### src/can_servo_command_engine_defines.svh
// Assertion helpers for the servo command engine.
`ifndef CAN_SERVO_COMMAND_ENGINE_DEFINES_SVH
`define CAN_SERVO_COMMAND_ENGINE_DEFINES_SVH

// Same-cycle implication, sampled on the rising clock edge, off during reset.
`define CSCE_ASSERT_NOW(label, ante, cons, msg) \
    label: assert property (@(posedge i_clk) disable iff (!i_rst_n) (ante) |-> (cons)) \
        else $error(msg);

// Next-cycle implication.
`define CSCE_ASSERT_NEXT(label, ante, cons, msg) \
    label: assert property (@(posedge i_clk) disable iff (!i_rst_n) (ante) |=> (cons)) \
        else $error(msg);

`endif

### src/csce_pkg.sv
`default_nettype none

package csce_pkg;

    typedef enum logic [2:0] {
        OP_TICK       = 3'd0,
        OP_RX_FRAME   = 3'd1,
        OP_SET_POS    = 3'd2,
        OP_SET_BRAKE  = 3'd3,
        OP_SET_FITTED = 3'd4
    } t_op;

    localparam logic [1:0] CFG_NODE_ID    = 2'd0;
    localparam logic [1:0] CFG_BRAKE_PER  = 2'd1;
    localparam logic [1:0] CFG_POS_PER    = 2'd2;
    localparam logic [1:0] CFG_STATUS_PER = 2'd3;

    localparam int CFG_DATA_W = 16;

    localparam logic [10:0] CMD_BASE_ID    = 11'h600;
    localparam logic [10:0] STATUS_REQ_ID  = 11'h500;
    localparam logic [10:0] STATUS_RX_ID   = 11'h480;

    localparam logic [31:0] BRAKE_PAY_LO   = 32'h0030_0A22;
    localparam logic [31:0] POS_PAY_LO     = 32'h0060_0322;
    localparam logic [63:0] STATUS_REQ_PAY = 64'h0000_0000_0060_0140;

    localparam logic signed [15:0] POS_LIMIT_HI = 16'sd4500;
    localparam logic signed [15:0] POS_LIMIT_LO = -16'sd4500;

    localparam int CHK_BRAKE_SET = 9;
    localparam int CHK_BRAKE_CLR = 8;

    typedef struct packed {
        logic [2:0]         operation;
        logic [10:0]        rx_ident;
        logic [63:0]        rx_payload;
        logic signed [15:0] position_cdeg;
        logic               flag;
    } t_in_item;

    typedef struct packed {
        logic        frame_valid;
        logic [10:0] tx_ident;
        logic [63:0] tx_payload;
        logic [15:0] angle_feedback;
        logic [15:0] angle_commanded;
        logic [7:0]  current_level;
        logic [7:0]  voltage_level;
        logic [15:0] self_check_word;
        logic        brake_engaged;
        logic        brake_confirmed;
        logic        last_of_run;
    } t_out_item;

endpackage

`default_nettype wire

### src/can_servo_command_engine.sv
// CAN servo command engine.
// Input channel (i_in_valid / o_in_stall) carries one operation per transfer:
// millisecond tick, received frame, position target, brake target or
// brake-fitted mode. Output channel (o_out_valid / i_out_stall) carries one
// result per transfer; every input item gives one to three results, the final
// one flagged with last_of_run. A tick gives brake command, position write and
// status request frames as their periods fall due; anything else gives one
// result with no frame. Status fields show the state after the item.
// The first result passes through the pending-result stage and then the output
// register before it is valid on the output.
// One result per cycle while the receiver does not stall; a new item is taken
// in the cycle in which the last result of the previous item is taken.
// The limit is the single pending-result stage that feeds the output register.
// Configuration writes (i_cfg_we) take effect at once; the user must make them only while idle (not enforced).
// Reset (i_rst_n low, synchronous) clears all state, drops pending results and
// loads the register defaults 0, 100, 5, 100.
// While the receiver stalls, the output holds and the input stalls once the
// pending stage is still occupied.
`default_nettype none
`include "can_servo_command_engine_defines.svh"

module can_servo_command_engine (
    input  wire logic                            i_clk,
    input  wire logic                            i_rst_n,
    input  wire logic                            i_cfg_we,
    input  wire logic [1:0]                      i_cfg_index,
    input  wire logic [csce_pkg::CFG_DATA_W-1:0] i_cfg_data,
    input  wire logic                            i_in_valid,
    output logic                                 o_in_stall,
    input  wire csce_pkg::t_in_item              i_in,
    output logic                                 o_out_valid,
    input  wire logic                            i_out_stall,
    output csce_pkg::t_out_item                  o_out
);
    import csce_pkg::*;

    // configuration
    logic [7:0]  r_node_id;
    logic [15:0] r_brake_period;
    logic [15:0] r_pos_period;
    logic [15:0] r_status_period;

    // servo state
    logic [31:0] r_time,    n_time;
    logic [31:0] r_brake_at, n_brake_at;
    logic [31:0] r_pos_at,   n_pos_at;
    logic [31:0] r_status_at, n_status_at;
    logic [15:0] r_pos_target, n_pos_target;
    logic        r_brake_target, n_brake_target;
    logic        r_brake_state, n_brake_state;
    logic        r_brake_ok, n_brake_ok;
    logic        r_brake_fitted, n_brake_fitted;
    logic [15:0] r_feedback, n_feedback;
    logic [15:0] r_rep_cmd, n_rep_cmd;
    logic [31:0] r_rep_power, n_rep_power;

    // pending results of one item: bit 0 brake, bit 1 position, bit 2 status
    logic        r_pb_valid;
    logic [2:0]  r_pb_mask, n_mask;
    logic        r_pb_brake_off;
    logic [15:0] r_pb_pos;
    logic [15:0] r_pb_feedback;
    logic [15:0] r_pb_rep_cmd;
    logic [31:0] r_pb_power;
    logic        r_pb_state;
    logic        r_pb_ok;

    logic        r_out_valid;
    t_out_item   r_out, n_out;

    logic        in_acc;
    logic        pb_take;
    logic [2:0]  pb_pick;
    logic [2:0]  pb_rest;
    logic        pb_last;

    logic [31:0] tick_time;
    logic        due_brake, due_pos, due_status;
    logic        send_brake, send_pos, pos_allowed;
    logic [10:0] status_rx_id;
    logic [10:0] cmd_id;
    logic [15:0] chk;
    logic        state_after_rx;
    logic [15:0] pos_clamped;

    assign pb_take    = r_pb_valid && (!r_out_valid || !i_out_stall);
    assign pb_pick    = r_pb_mask[0] ? 3'b001 :
                        r_pb_mask[1] ? 3'b010 :
                        r_pb_mask[2] ? 3'b100 : 3'b000;
    assign pb_rest    = r_pb_mask & ~pb_pick;
    assign pb_last    = (pb_rest == 3'b000);
    assign o_in_stall = r_pb_valid && !(pb_take && pb_last);
    assign in_acc     = i_in_valid && !o_in_stall;

    assign tick_time   = r_time + 32'd1;
    assign due_brake   = (tick_time - r_brake_at)  > {16'd0, r_brake_period};
    assign due_pos     = (tick_time - r_pos_at)    > {16'd0, r_pos_period};
    assign due_status  = (tick_time - r_status_at) > {16'd0, r_status_period};
    assign pos_allowed = r_brake_fitted ? (!r_brake_ok || !r_brake_state) : 1'b1;
    assign send_brake  = !r_brake_ok && due_brake;
    assign send_pos    = pos_allowed && due_pos;

    assign status_rx_id = STATUS_RX_ID + {3'd0, r_node_id};
    assign cmd_id       = CMD_BASE_ID + {3'd0, r_node_id};
    assign chk          = i_in.rx_payload[63:48];
    // clear bit overrides set bit
    assign state_after_rx = chk[CHK_BRAKE_CLR] ? 1'b0 :
                            chk[CHK_BRAKE_SET] ? 1'b1 : r_brake_state;
    assign pos_clamped  = (i_in.position_cdeg > POS_LIMIT_HI) ? POS_LIMIT_HI :
                          (i_in.position_cdeg < POS_LIMIT_LO) ? POS_LIMIT_LO :
                          i_in.position_cdeg;

    always_comb begin
        n_time         = r_time;
        n_brake_at     = r_brake_at;
        n_pos_at       = r_pos_at;
        n_status_at    = r_status_at;
        n_pos_target   = r_pos_target;
        n_brake_target = r_brake_target;
        n_brake_state  = r_brake_state;
        n_brake_ok     = r_brake_ok;
        n_brake_fitted = r_brake_fitted;
        n_feedback     = r_feedback;
        n_rep_cmd      = r_rep_cmd;
        n_rep_power    = r_rep_power;
        n_mask         = 3'b000;
        case (t_op'(i_in.operation))
            OP_TICK: begin
                n_time = tick_time;
                n_mask = {due_status, send_pos, send_brake};
                if (send_brake) begin
                    n_brake_at = tick_time;
                end
                if (send_pos) begin
                    n_pos_at = tick_time;
                end
                if (due_status) begin
                    n_status_at = tick_time;
                end
            end
            OP_RX_FRAME: begin
                if (i_in.rx_ident == status_rx_id) begin
                    n_feedback    = i_in.rx_payload[15:0];
                    n_rep_cmd     = i_in.rx_payload[31:16];
                    n_rep_power   = {chk, i_in.rx_payload[47:32]};
                    n_brake_state = state_after_rx;
                    if (r_brake_target == state_after_rx) begin
                        n_brake_ok = 1'b1;
                    end
                end
            end
            OP_SET_POS: begin
                n_pos_target = pos_clamped;
            end
            OP_SET_BRAKE: begin
                n_brake_target = i_in.flag;
                n_brake_ok     = 1'b0;
            end
            OP_SET_FITTED: begin
                n_brake_fitted = i_in.flag;
                if (!i_in.flag && (!r_brake_ok || r_brake_target)) begin
                    n_brake_target = 1'b0;
                    n_brake_ok     = 1'b0;
                end
            end
            default: begin
            end
        endcase
    end

    always_comb begin
        n_out.frame_valid     = (r_pb_mask != 3'b000);
        n_out.tx_ident        = 11'd0;
        n_out.tx_payload      = 64'd0;
        n_out.angle_feedback  = r_pb_feedback;
        n_out.angle_commanded = r_pb_rep_cmd;
        n_out.current_level   = r_pb_power[7:0];
        n_out.voltage_level   = r_pb_power[15:8];
        n_out.self_check_word = r_pb_power[31:16];
        n_out.brake_engaged   = r_pb_state;
        n_out.brake_confirmed = r_pb_ok;
        n_out.last_of_run     = pb_last;
        case (pb_pick)
            3'b001: begin
                n_out.tx_ident   = cmd_id;
                n_out.tx_payload = {24'd0, 7'd0, r_pb_brake_off, BRAKE_PAY_LO};
            end
            3'b010: begin
                n_out.tx_ident   = cmd_id;
                n_out.tx_payload = {16'd0, r_pb_pos, POS_PAY_LO};
            end
            3'b100: begin
                n_out.tx_ident   = STATUS_REQ_ID + {3'd0, r_node_id};
                n_out.tx_payload = STATUS_REQ_PAY;
            end
            default: begin
            end
        endcase
    end

    always_ff @(posedge i_clk) begin
        if (!i_rst_n) begin
            r_node_id       <= 8'd0;
            r_brake_period  <= 16'd100;
            r_pos_period    <= 16'd5;
            r_status_period <= 16'd100;
        end else if (i_cfg_we) begin
            case (i_cfg_index)
                CFG_NODE_ID:    r_node_id       <= i_cfg_data[7:0];
                CFG_BRAKE_PER:  r_brake_period  <= i_cfg_data[15:0];
                CFG_POS_PER:    r_pos_period    <= i_cfg_data[15:0];
                CFG_STATUS_PER: r_status_period <= i_cfg_data[15:0];
                default: begin
                end
            endcase
        end
    end

    always_ff @(posedge i_clk) begin
        if (!i_rst_n) begin
            r_time         <= 32'd0;
            r_brake_at     <= 32'd0;
            r_pos_at       <= 32'd0;
            r_status_at    <= 32'd0;
            r_pos_target   <= 16'd0;
            r_brake_target <= 1'b0;
            r_brake_state  <= 1'b0;
            r_brake_ok     <= 1'b0;
            r_brake_fitted <= 1'b0;
            r_feedback     <= 16'd0;
            r_rep_cmd      <= 16'd0;
            r_rep_power    <= 32'd0;
        end else if (in_acc) begin
            r_time         <= n_time;
            r_brake_at     <= n_brake_at;
            r_pos_at       <= n_pos_at;
            r_status_at    <= n_status_at;
            r_pos_target   <= n_pos_target;
            r_brake_target <= n_brake_target;
            r_brake_state  <= n_brake_state;
            r_brake_ok     <= n_brake_ok;
            r_brake_fitted <= n_brake_fitted;
            r_feedback     <= n_feedback;
            r_rep_cmd      <= n_rep_cmd;
            r_rep_power    <= n_rep_power;
        end
    end

    always_ff @(posedge i_clk) begin
        if (!i_rst_n) begin
            r_pb_valid  <= 1'b0;
            r_pb_mask   <= 3'b000;
            r_out_valid <= 1'b0;
        end else begin
            if (in_acc) begin
                r_pb_valid <= 1'b1;
                r_pb_mask  <= n_mask;
            end else if (pb_take) begin
                r_pb_mask <= pb_rest;
                if (pb_last) begin
                    r_pb_valid <= 1'b0;
                end
            end
            if (pb_take) begin
                r_out_valid <= 1'b1;
            end else if (!i_out_stall) begin
                r_out_valid <= 1'b0;
            end
        end
    end

    // payload: frame contents and status snapshot of the item
    always_ff @(posedge i_clk) begin
        if (in_acc) begin
            r_pb_brake_off <= !r_brake_target;
            r_pb_pos       <= r_pos_target;
            r_pb_feedback  <= n_feedback;
            r_pb_rep_cmd   <= n_rep_cmd;
            r_pb_power     <= n_rep_power;
            r_pb_state     <= n_brake_state;
            r_pb_ok        <= n_brake_ok;
        end
        if (pb_take) begin
            r_out <= n_out;
        end
    end

    assign o_out_valid = r_out_valid;
    assign o_out       = r_out;

    `CSCE_ASSERT_NEXT(a_accept_fills_pending, in_acc, r_pb_valid,
        "accepted item left no pending results")
    `CSCE_ASSERT_NEXT(a_time_only_on_transfer, !in_acc, $stable(r_time),
        "millisecond counter moved without an input transfer")
    `CSCE_ASSERT_NOW(a_empty_result_is_last, o_out_valid && !o_out.frame_valid,
        o_out.last_of_run && o_out.tx_ident == 11'd0 && o_out.tx_payload == 64'd0,
        "frameless result not last or not blank")

endmodule

`default_nettype wire
### config.mk
export PLATFORM = sky130hd
export DESIGN_NAME = can_servo_command_engine
export DESIGN_NICKNAME = d
export VERILOG_FILES = /design/src/csce_pkg.sv /design/src/can_servo_command_engine.sv
export VERILOG_INCLUDE_DIRS = /design/src /design/src/src
export SDC_FILE = /design/constraint.sdc
export NUM_CORES = 1
export LEC_CHECK = 0
export BUFFER_PORTS_ARGS = -buffer_cell sky130_fd_sc_hd__clkbuf_2
export CAP_MARGIN = 20
export CORE_MARGIN = 2
export CORE_UTILIZATION = 40
export CTS_CLUSTER_SIZE = 25
export DETAILED_ROUTE_END_ITERATION = 7
export SYNTH_ARGS = -nofsm -noshare
export SYNTH_HDL_FRONTEND = slang
export SYNTH_SLANG_ARGS = --single-unit
### constraint.sdc
create_clock -name i_clk -period 7.3 [get_ports i_clk]
set_input_delay 2.19 -clock i_clk [delete_from_list [all_inputs] [get_ports i_clk]]
set_output_delay 2.19 -clock i_clk [all_outputs]
set_load 0.05 [all_outputs]
== Word-level counts from Yosys, hierarchy flattened ==
Index checks and enable logic that the tools add are counted.

* Add/subtract/negate cells: 7
* Magnitude comparators: 5
* Eq/ne operators: 14
* Multiplexer cells: 31
* Bitwise operators: 2
* Reduce and logical (&&, ||, !) cells: 37

{| class="wikitable"
|+ Operators with widths
! operator !! count
|-
| one-hot mux 75 bit (3 select lines) || 1
|-
| > comparator 32 x 16 -> 1 bit || 3
|-
| two-way mux 16 bit || 6
|-
| subtractor 32 bit || 3
|-
| two-way mux 32 bit || 2
|-
| adder 32 x 1 -> 32 bit, second input constant || 1
|-
| adder 11 x 8 -> 11 bit, first input constant || 2
|-
| two-way mux 3 bit || 6
|-
| > comparator 16 x 14 -> 1 bit, second input constant || 1
|-
| less-than comparator 16 x 14 -> 1 bit, second input constant || 1
|-
| AND reduction 2 bit || 8
|-
| two-way mux 1 bit || 14
|-
| AND reduction 3 bit || 4
|-
| adder 10 x 9 -> 11 bit, first input constant || 1
|-
| equality test 11 bit || 1
|-
| equality test 3 x 2 -> 1 bit, second input constant || 3
|-
| zero test 1 bit || 8
|-
| logical AND 1 bit || 7
|-
| equality test 3 x 1 -> 1 bit, second input constant || 2
|-
| equality test 3 bit, second input constant || 2
|-
| zero test 3 bit || 2
|-
| nonzero test 2 bit || 3
|-
| equality test 2 bit, second input constant || 2
|-
| AND 3 bit || 1
|-
| 10 further kinds || 12
|}

* Register bits: 499
* Bits of input ports: 118
* Output and inout bits: 145
* Logic and storage cells: 133

== Depth between registers and ports, before layout ==
Gate-level depths: netlist (run 1).

* Depth after elaboration: 13
* Depth in mapped cells: 26
* Gate-level depth less buffers: 25

== Least setup slack after synthesis (run 1) ==
OpenSTA, ideal clock, no wires.

* Path kind: input -> register
* Start: input port i_out_stall
* End: register r_pb_brake_off, enable pin
* Setup time: 480 ps
* Arrival: 5341 ps
* Data required time: 6820 ps
* Path slack: 1479 ps
* Cell stages on the path: 5
* Path buffers: 1
* Cell sequence: and2_1 -> o21ai_0 -> nand2_1 -> inv_2 -> clkbuf_1

* Word-level cells in the longest chain between the ends: 8

{| class="wikitable"
|+ RTL lines
! item !! line !! RTL
|-
| start: declaration || can_servo_command_engine.sv:32 || <nowiki>input wire logic i_out_stall,</nowiki>
|-
| zero test 1 bit || - ||
|-
| logical OR 1 bit || can_servo_command_engine.sv:86 || <nowiki>assign pb_take = r_pb_valid && (!r_out_valid || !i_out_stall);</nowiki>
|-
| logical AND 1 bit || can_servo_command_engine.sv:86 ||
|-
| logical AND 1 bit || can_servo_command_engine.sv:92 || <nowiki>assign o_in_stall = r_pb_valid && !(pb_take && pb_last);</nowiki>
|-
| zero test 1 bit || can_servo_command_engine.sv:92 ||
|-
| logical AND 1 bit || can_servo_command_engine.sv:92 ||
|-
| zero test 1 bit || can_servo_command_engine.sv:93 || <nowiki>assign in_acc = i_in_valid && !o_in_stall;</nowiki>
|-
| logical AND 1 bit || can_servo_command_engine.sv:93 ||
|-
| net in_acc || can_servo_command_engine.sv:71 || <nowiki>logic in_acc;</nowiki>
|-
| end signal: assignment || can_servo_command_engine.sv:275 || <nowiki>r_pb_brake_off <= !r_brake_target;</nowiki>
|-
| end: declaration || can_servo_command_engine.sv:60 || <nowiki>logic r_pb_brake_off;</nowiki>
|}

The timed path passes the listed nets, and every way through them passes these cells.
A chain may end at the register's enable or synchronous reset.

== Worst setup path after layout (run 1) ==
* Start: register r_time[0]
* End: register r_pos_at[15]

* Word-level cells in the longest chain between the ends: 5

{| class="wikitable"
|+ RTL lines
! item !! line !! RTL
|-
| start: declaration || can_servo_command_engine.sv:44 || <nowiki>logic [31:0] r_time, n_time;</nowiki>
|-
| start signal: assignment || can_servo_command_engine.sv:234 || <nowiki>r_time <= n_time;</nowiki>
|-
| adder 32 x 1 -> 32 bit || can_servo_command_engine.sv:95 || <nowiki>assign tick_time = r_time + 32'd1;</nowiki>
|-
| net tick_time[8] || can_servo_command_engine.sv:77 || <nowiki>logic [31:0] tick_time;</nowiki>
|-
| subtractor 32 bit || can_servo_command_engine.sv:97 || <nowiki>assign due_pos = (tick_time - r_pos_at) > {16'd0, r_pos_period};</nowiki>
|-
| > comparator 32 x 16 -> 1 bit || can_servo_command_engine.sv:97 ||
|-
| logical AND 1 bit || can_servo_command_engine.sv:101 || <nowiki>assign send_pos = pos_allowed && due_pos;</nowiki>
|-
| AND reduction 3 bit (no source line) || - ||
|-
| end signal: assignment || can_servo_command_engine.sv:236 || <nowiki>r_pos_at <= n_pos_at;</nowiki>
|-
| end: declaration || can_servo_command_engine.sv:46 || <nowiki>logic [31:0] r_pos_at, n_pos_at;</nowiki>
|}

The timed path passes the listed nets, and every way through them passes these cells.

==> results.tsv, run 1 <==
stage	metric	value	unit
outcome	status	complete, no violations	
finish	layout net count	3076	
worst_setup_path	Critical Path RT	7.79	ns
floorplan	Horiz. Die Dim	253.3	µm
global_route	vias in the first global route	18687	
worst_setup_path	slowest cell on the critical path	buf_4	
min_path	HP Class	reg2reg	
logic_synthesis	#FFs+latches synth	453	
place	# port buffers	223	
place	Placer Congestion	0.9613	
sta	Achievable Freq	148.2	MHz
clock_tree	CTS H-tree lvls	2	
finish	Finished Layout Cells	3689	
place	dpl ws	0.6899	ns
power_and_ir_drop	Max IR drop VDD	0.1280	mV
clock_tree	CTS resizes	0	
worst_setup_path	crit start category	register	
clock_tree	clock latency at the later pin of the worst-skew pair	0.59	ns
worst_setup_path	Worst Path Max Fanout	33	
logic_synthesis	Synth cell types	90	
worst_setup_path	critical path data arrival time	7.24	ns
logic_synthesis	largest cells by area after synthesis	dfxtp_1 (22%), edfxtp_1 (22%), ha_1 (7.2%)	
worst_setup_path	crit-path cells	ha_1, nand3_1, nor2_1, nand3_1, xnor2_1, buf_4, ha_1, a21oi_1, o21ai_0, a21oi_1, xnor2_1, ha_1, and4_1, nand4_1, a21oi_1, a2111oi_0, o21ai_0, a211oi_1, nand4_1, a2111oi_2, nand4_1, o31ai_4, buf_4, mux2i_1	
logic_synthesis	number of flops mapped to enable cells by yosys	180	
floorplan	Starting Density	0.4034	
clock_tree	clk root buf	clkbuf_16	
sta	Final WS setup	0.5517	ns
logic_synthesis	cell area after synthesis	24850	µm²
sta	crit share post-route	0.9244	
finish	final instance area	28140	µm²
drt	DR vias/cell	5.252	
global_route	initial antenna violation count	1	
logic_synthesis	most common cell in the netlist	nand2_1	
logic_synthesis	Commonest cells post-synth	nand2_1 (349), dfxtp_1 (273), nor2_1 (232)	
sta	unrepaired setup endpoints after global routing	no	
finish	Syn-to-layout area delta	13.24	%
sta	endpoints failing setup	0	
place	Placed Instances	3597	
power_and_ir_drop	pwr dens	205.1	nW/µm²
sta	Worst slew margin	0.3119	
finish	# fillers	5869	
finish	Finished Core Util	0.4568	
sta	Slew Limit Fails	0	
drt	DR vias	19375	
clock_tree	post-CTS setup buffer count	0	
worst_setup_path	Crit. End Element	register	
logic_synthesis	synth warn	0	
floorplan	CORE AREA	61600	µm²
power_and_ir_drop	static leakage	12.18	nW
global_route	first-pass GRT wire length	102.0	mm
drt	DRC errors left	0	
logic_synthesis	Synth Area in XOR/XNOR	0.04687	
logic_synthesis	share of async-settable or async-resettable flops after synthesis	0	
place	hpwl dp	49.56	mm
drt	DRT Pass-1 Iters	5	
clock_tree	hold_buf cts	0	
floorplan	die area	64140	µm²
worst_setup_path	WS Path Type	reg2reg	
worst_setup_path	Reg2Reg Setup Slack	0.55	ns
clock_tree	CTS tree	yes	
sta	final hold violations	0	
logic_synthesis	ys flop type	dfxtp_1	
drt	Iter 0 DRT Violations	1098	
logic_synthesis	largest family of logic cells by synthesized area	simple AND/OR/NAND/NOR gates	
logic_synthesis	Avg Inst Size Synth	9.396	µm²
sta	worst clock skew	0.03356	ns
drt	WL per Instance	17.89	µm
global_route	largest net degree at the start of global routing	146	
logic_synthesis	post-synth top area cell	dfxtp_1	
drt	antenna-violating nets left	0	
global_route	total grt overflow	0	
flow_run	number of max-cap violations	0	
clock_tree	register clock-pin slew on the reported worst setup and hold paths	0.06	ns
sta	Slew @ Worst Pin	1.019	ns
logic_synthesis	register area share after synthesis	0.4374	
logic_synthesis	synthesized instance count	2645	
global_route	GR Util All Layers	0.2006	
logic_synthesis	Post-Synth Simple-Gate Area	0.1806	
sta	minimum clock period	6.748	ns
power_and_ir_drop	total power	5.772	mW
clock_tree	Max Buffers Root-to-Sink	3	
sta	Setup TNS	0	ns
floorplan	Cell Rows	91	
logic_synthesis	Compound-Gate Fraction of Synth Area	0.1254	
logic_synthesis	post-synthesis mux area share	0.07396	
logic_synthesis	Synth Area in Adders	0.07482	
worst_setup_path	CP max stage delay	0.52	ns
place	DP Area	26510	µm²
clock_tree	number of clock sinks	453	
sta	Min Hold Slack	0.4080	ns
floorplan	I/O pin count	263	
clock_tree	total CTS buffers	48	
logic_synthesis	area share of the largest cell type after synthesis	0.2199	
floorplan	Die H	253.3	µm
finish	layout cells sized above 1	0.1505	
drt	final WL	66.01	mm
[final timing paths]
kind	start	to	cells after the start
setup / recovery	r_time[0]	r_pos_at[15]	24
hold / removal	r_pos_target[13]	r_pb_pos[13]	0
setup reg to reg	r_time[0]	r_pos_at[15]	24
hold reg to reg	r_pos_target[13]	r_pb_pos[13]	0
[per-layer routing]
layer	global-route usage	wire, µm	vias to the layer above
met3	0.03536	3872	99
li1	-	-	9468
met2	0.3233	29740	514
met4	0.06306	1862	2
met1	0.2729	30520	9292
met5	0	17	-
[logic make-up after synthesis]
| group | Yosys count |
|---|---|
| compound gates | 470 |
| xor+xnor | 133 |
| fa+ha+maj | 147 |
| buf+inv | 332 |
| flops | 453 |
| mux | 175 |
| other cells | 1 |
| simple gates | 934 |
[critical path, delay by kind of cell, from the launching register on]
family / cells / cell delay, ns
xor+xnor: 2 / 0.39
simple gates: 7 / 1.46
flops: 1 / 0.51
buf+inv: 2 / 0.68
mux: 1 / 0.25
compound gates: 9 / 2.47
fa+ha+maj: 3 / 0.90
[power by group]
group	internal (mW)	switching (mW)	leakage, nW
Combinational	0.168	0.378	7.42
Clock	1.42	1.03	0.772
Sequential	2.73	0.0381	3.99
Total	4.32	1.45	12.2
[registers in the layout, indices dropped and copies added (netlist names), 32 cells and up]
register and cells:
r_rep_power 32, r_pos_at 32, o_out 97, r_brake_at 32, r_pb_power 32, r_status_at 32, r_time 32
[cell usage in the layout, fill, tap and decap left out, drive strengths merged, types with 13 or more instances in the layout]
| cell | instances |
|---|---|
| o211ai | 26 |
| nand4 | 48 |
| nor3 | 33 |
| xor2 | 41 |
| mux2i | 106 |
| o21a | 20 |
| nand3 | 37 |
| nor2b | 33 |
| nor3b | 69 |
| a21boi | 65 |
| mux2 | 69 |
| clkbuf | 280 |
| o21ai | 78 |
| and3 | 13 |
| xnor2 | 92 |
| a21o | 31 |
| inv | 166 |
| or3 | 17 |
| ha | 143 |
| nor2 | 232 |
| nand2b | 20 |
| nand2 | 349 |
| buf | 26 |
| a21oi | 150 |
| clkinv | 18 |
| edfxtp | 180 |
| and2 | 49 |
| dfxtp | 273 |
| conb | 39 |
[final cells by class]
cell class | count | area [µm²] | area share
inverters | 162 | 615.6 | 0.02188
diodes | 1 | 2.502 | 0.00008892
clock buffers | 57 | 1255 | 0.04460
multi-input cells | 1898 | 12630 | 0.4490
flip-flops and latches | 453 | 10870 | 0.3863
well taps | 837 | 1047 | 0.03721
repair buffers | 249 | 1378 | 0.04895
clock inverters | 32 | 337.8 | 0.01200
(Power assumes the default switching activity.)
==> run 2, diff against run 1 <==
Settings changed: PLACE_DENSITY_LB_ADDON set to 0.1.
==> run 2 against run 1 <==
Sequential cell count did not move. Die area did not move. Sequential power barely moved. Critical path type unchanged. Wire length rose by 3.3%. Setup slack improved by 0.24 ns. Worst hold slack improved by 0.0077 ns. Cell area rose by 0.57%. Power rose by 3.5%. Clock power rose by 8.6%. Register-to-register slack improved by 0.24 ns. Maximum frequency rose by 3.7%. Core utilization rose by 0.26 points.
==> results.tsv, run 2 (synthesized netlist as in run 1, its figures left out) <==
stage	metric	value	unit	change
power_and_ir_drop	P_int	4.492	mW	+3.9%
place	hpwl dp	50.33	mm	+1.6%
power_and_ir_drop	Flop pwr share	0.464		-0.016
drt	DRC errors left	0		unchanged
clock_tree	Max Buffers Root-to-Sink	3		unchanged
clock_tree	post-CTS setup buffer count	0		unchanged
finish	final instance area	28300	µm²	+0.57%
finish	most frequent cells in the layout	nand2_1 (348), dfxtp_1 (273), nor2_1 (232), clkbuf_2 (222), edfxtp_1 (180)		
power_and_ir_drop	combinational power share	0.091		-0.004
worst_setup_path	CP max stage delay	0.52	ns	about the same
clock_tree	register clock-pin slew on the reported worst setup and hold paths	0.06	ns	about the same
place	# port buffers	223		unchanged
flow_run	number of max-cap violations	0		unchanged
finish	Largest register FFs	97		unchanged
power_and_ir_drop	clock power share	0.445		+0.020
worst_setup_path	R2R Path Start	r_time[0]		
worst_setup_path	crit start category	register		
clock_tree	clk root buf	clkbuf_16		
worst_setup_path	WS Path Type	reg2reg		
min_path	HP Class	reg2reg		
floorplan	Horiz. Die Dim	253.3	µm	unchanged
worst_setup_path	critical path data arrival time	7.02	ns	-0.22 ns
sta	Slew @ Worst Pin	1.041	ns	+0.02180 ns
sta	minimum clock period	6.508	ns	-0.2407 ns
global_route	initial antenna violation count	4		+3
worst_setup_path	CP startpoint	r_time[0]		
clock_tree	hold_buf cts	0		unchanged
power_and_ir_drop	Max IR drop VDD	0.1670	mV	+30%
clock_tree	clock latency at the later pin of the worst-skew pair	0.60	ns	about the same
min_path	cell depth of the worst min-delay path	0		unchanged
drt	Iter 0 DRT Violations	1144		+4.2%
worst_setup_path	Crit. End Element	register		
worst_setup_path	Worst Path Max Fanout	33		unchanged
clock_tree	CTS H-tree lvls	2		unchanged
worst_setup_path	Critical Path RT	7.82	ns	+0.03 ns
sta	Worst slew margin	0.3063		-0.005645
clock_tree	total CTS buffers	52		+8.3%
min_path	Worst Hold Path EP	o_out[55]		
power_and_ir_drop	Switching Fraction	0.2482		-0.002874
finish	Finished Layout Cells	3698		+0.24%
floorplan	Cell Rows	91		unchanged
drt	DR vias/cell	5.202		-0.95%
drt	DR vias	19237		-0.71%
global_route	GR Util All Layers	0.2091		+0.008524
worst_setup_path	FF-to-FF path depth	24		unchanged
place	Placer Congestion	0.8624		-10%
finish	layout net count	3081		+0.16%
min_path	hold_sp	r_pb_feedback[4]		
global_route	first-pass GRT wire length	105.1	mm	+3.1%
floorplan	die area	64140	µm²	unchanged
place	Placed Instances	3598		+0.028%
floorplan	Starting Density	0.4034		unchanged
outcome	status	complete, no violations		
sta	worst clock skew	0.02642	ns	-0.007139 ns
sta	Achievable Freq	153.7	MHz	+3.7%
drt	DRT Pass-1 Iters	7		+2
finish	most common cell after layout, fill and taps aside	nand2_1		
drt	WL per Instance	18.44	µm	+3.1%
floorplan	I/O pin count	263		unchanged
power_and_ir_drop	static leakage	12.26	nW	+0.67%
power_and_ir_drop	pwr dens	211.2	nW/µm²	+2.9%
sta	final hold violations	0		unchanged
sta	Min Hold Slack	0.4157	ns	+0.007688 ns
finish	layout cells sized above 1	0.1515		+0.0009780
power_and_ir_drop	Psw	1.483	mW	+2.3%
sta	Slew Limit Fails	0		unchanged
clock_tree	CTS tree	yes		
worst_setup_path	Reg2Reg Setup Slack	0.79	ns	+0.24 ns
global_route	largest net degree at the start of global routing	165		+13%
drt	antenna-violating nets left	0		unchanged
drt	final WL	68.20	mm	+3.3%
sta	Setup TNS	0	ns	unchanged
clock_tree	CTS resizes	0		unchanged
sta	unrepaired setup endpoints after global routing	no		
floorplan	Die H	253.3	µm	unchanged
global_route	vias in the first global route	18334		-1.9%
sta	crit share post-route	0.8915		-0.03297
clock_tree	number of clock sinks	453		unchanged
worst_setup_path	crit-path cells	ha_1, nand3_1, nor2_1, nand3_1, xnor2_1, buf_4, ha_1, a21oi_1, o21ai_0, a21oi_1, xnor2_1, ha_1, and4_1, nand4_1, a21oi_1, a2111oi_0, o21ai_0, a211oi_1, nand4_1, a2111oi_2, nand4_1, o31ai_4, buf_12, mux2i_1		
place	DP Area	26530	µm²	about the same
finish	Syn-to-layout area delta	13.88	%	
floorplan	CORE AREA	61600	µm²	unchanged
sta	endpoints failing setup	0		unchanged
worst_setup_path	slowest cell on the critical path	a21oi_1		
global_route	total grt overflow	0		unchanged
power_and_ir_drop	total power	5.976	mW	+3.5%
worst_setup_path	worst r2r dst	r_pos_at[2]		
run 2: area by class of cell:
| type | count | area [µm²] |
|---|---|---|
| multi-input cells | 1898 | 12630 |
| fillers | 5959 | 33300 |
| repair buffers | 250 | 1378 |
| flip-flops and latches | 453 | 10870 |
| inverters | 162 | 615.6 |
| clock inverters | 20 | 227.7 |
| well taps | 837 | 1047 |
| clock buffers | 76 | 1523 |
| diodes | 2 | 5.005 |
run 2: power by group through the flow:
stage	logic, mW	registers, mW	clock network, mW
2_1_floorplan	0.328	2.91	0
3_3_place_gp	0.543	2.82	0
3_5_place_dp	0.549	2.83	0
4_1_cts	0.551	2.77	2.73
5_1_grt	0.595	2.78	2.83
6_report	0.547	2.77	2.66
run 2: layer usage:
layer,track usage,share of wire,wire length [µm]
met5,0,0.00040,27
met4,0.05883,0.023,1562
met3,0.03104,0.043,2909
met2,0.3388,0.46,31070
met1,0.2895,0.48,32630
run 2: how the worst max path moves through the flow:
stage	to	slack, ns	cells past startpoint
finish	r_pos_at[2]	0.79	24
global route	r_pos_at[2]	0.22	24
CTS	r_pos_at[18]	0.75	24
detailed placement	r_pos_at[2]	0.81	24
global placement	r_pos_at[7]	0.88	24
floorplan	r_pb_brake_off	1.48	5
run 2: through the flow:
stage | util | setup slack (ns)
6_report | 0.4594 | 0.7924
5_1_grt | 0.4594 | 0.2246
4_1_cts | 0.4591 | 0.7480
3_5_place_dp | 0.4307 | 0.8073
3_3_place_gp | 0.4307 | 0.8794
2_1_floorplan | - | 1.479
run 2: critical path: cells and delay by family (launching register included):
family / cells / cell delay (ns)
and+or+nand+nor: 7 / 1.41
buffers and inverters: 2 / 0.46
adders and majority gates: 3 / 0.89
AOI/OAI and AO/OA: 9 / 2.47
DFF: 1 / 0.50
muxes: 1 / 0.24
xor gates and xnor gates: 2 / 0.40
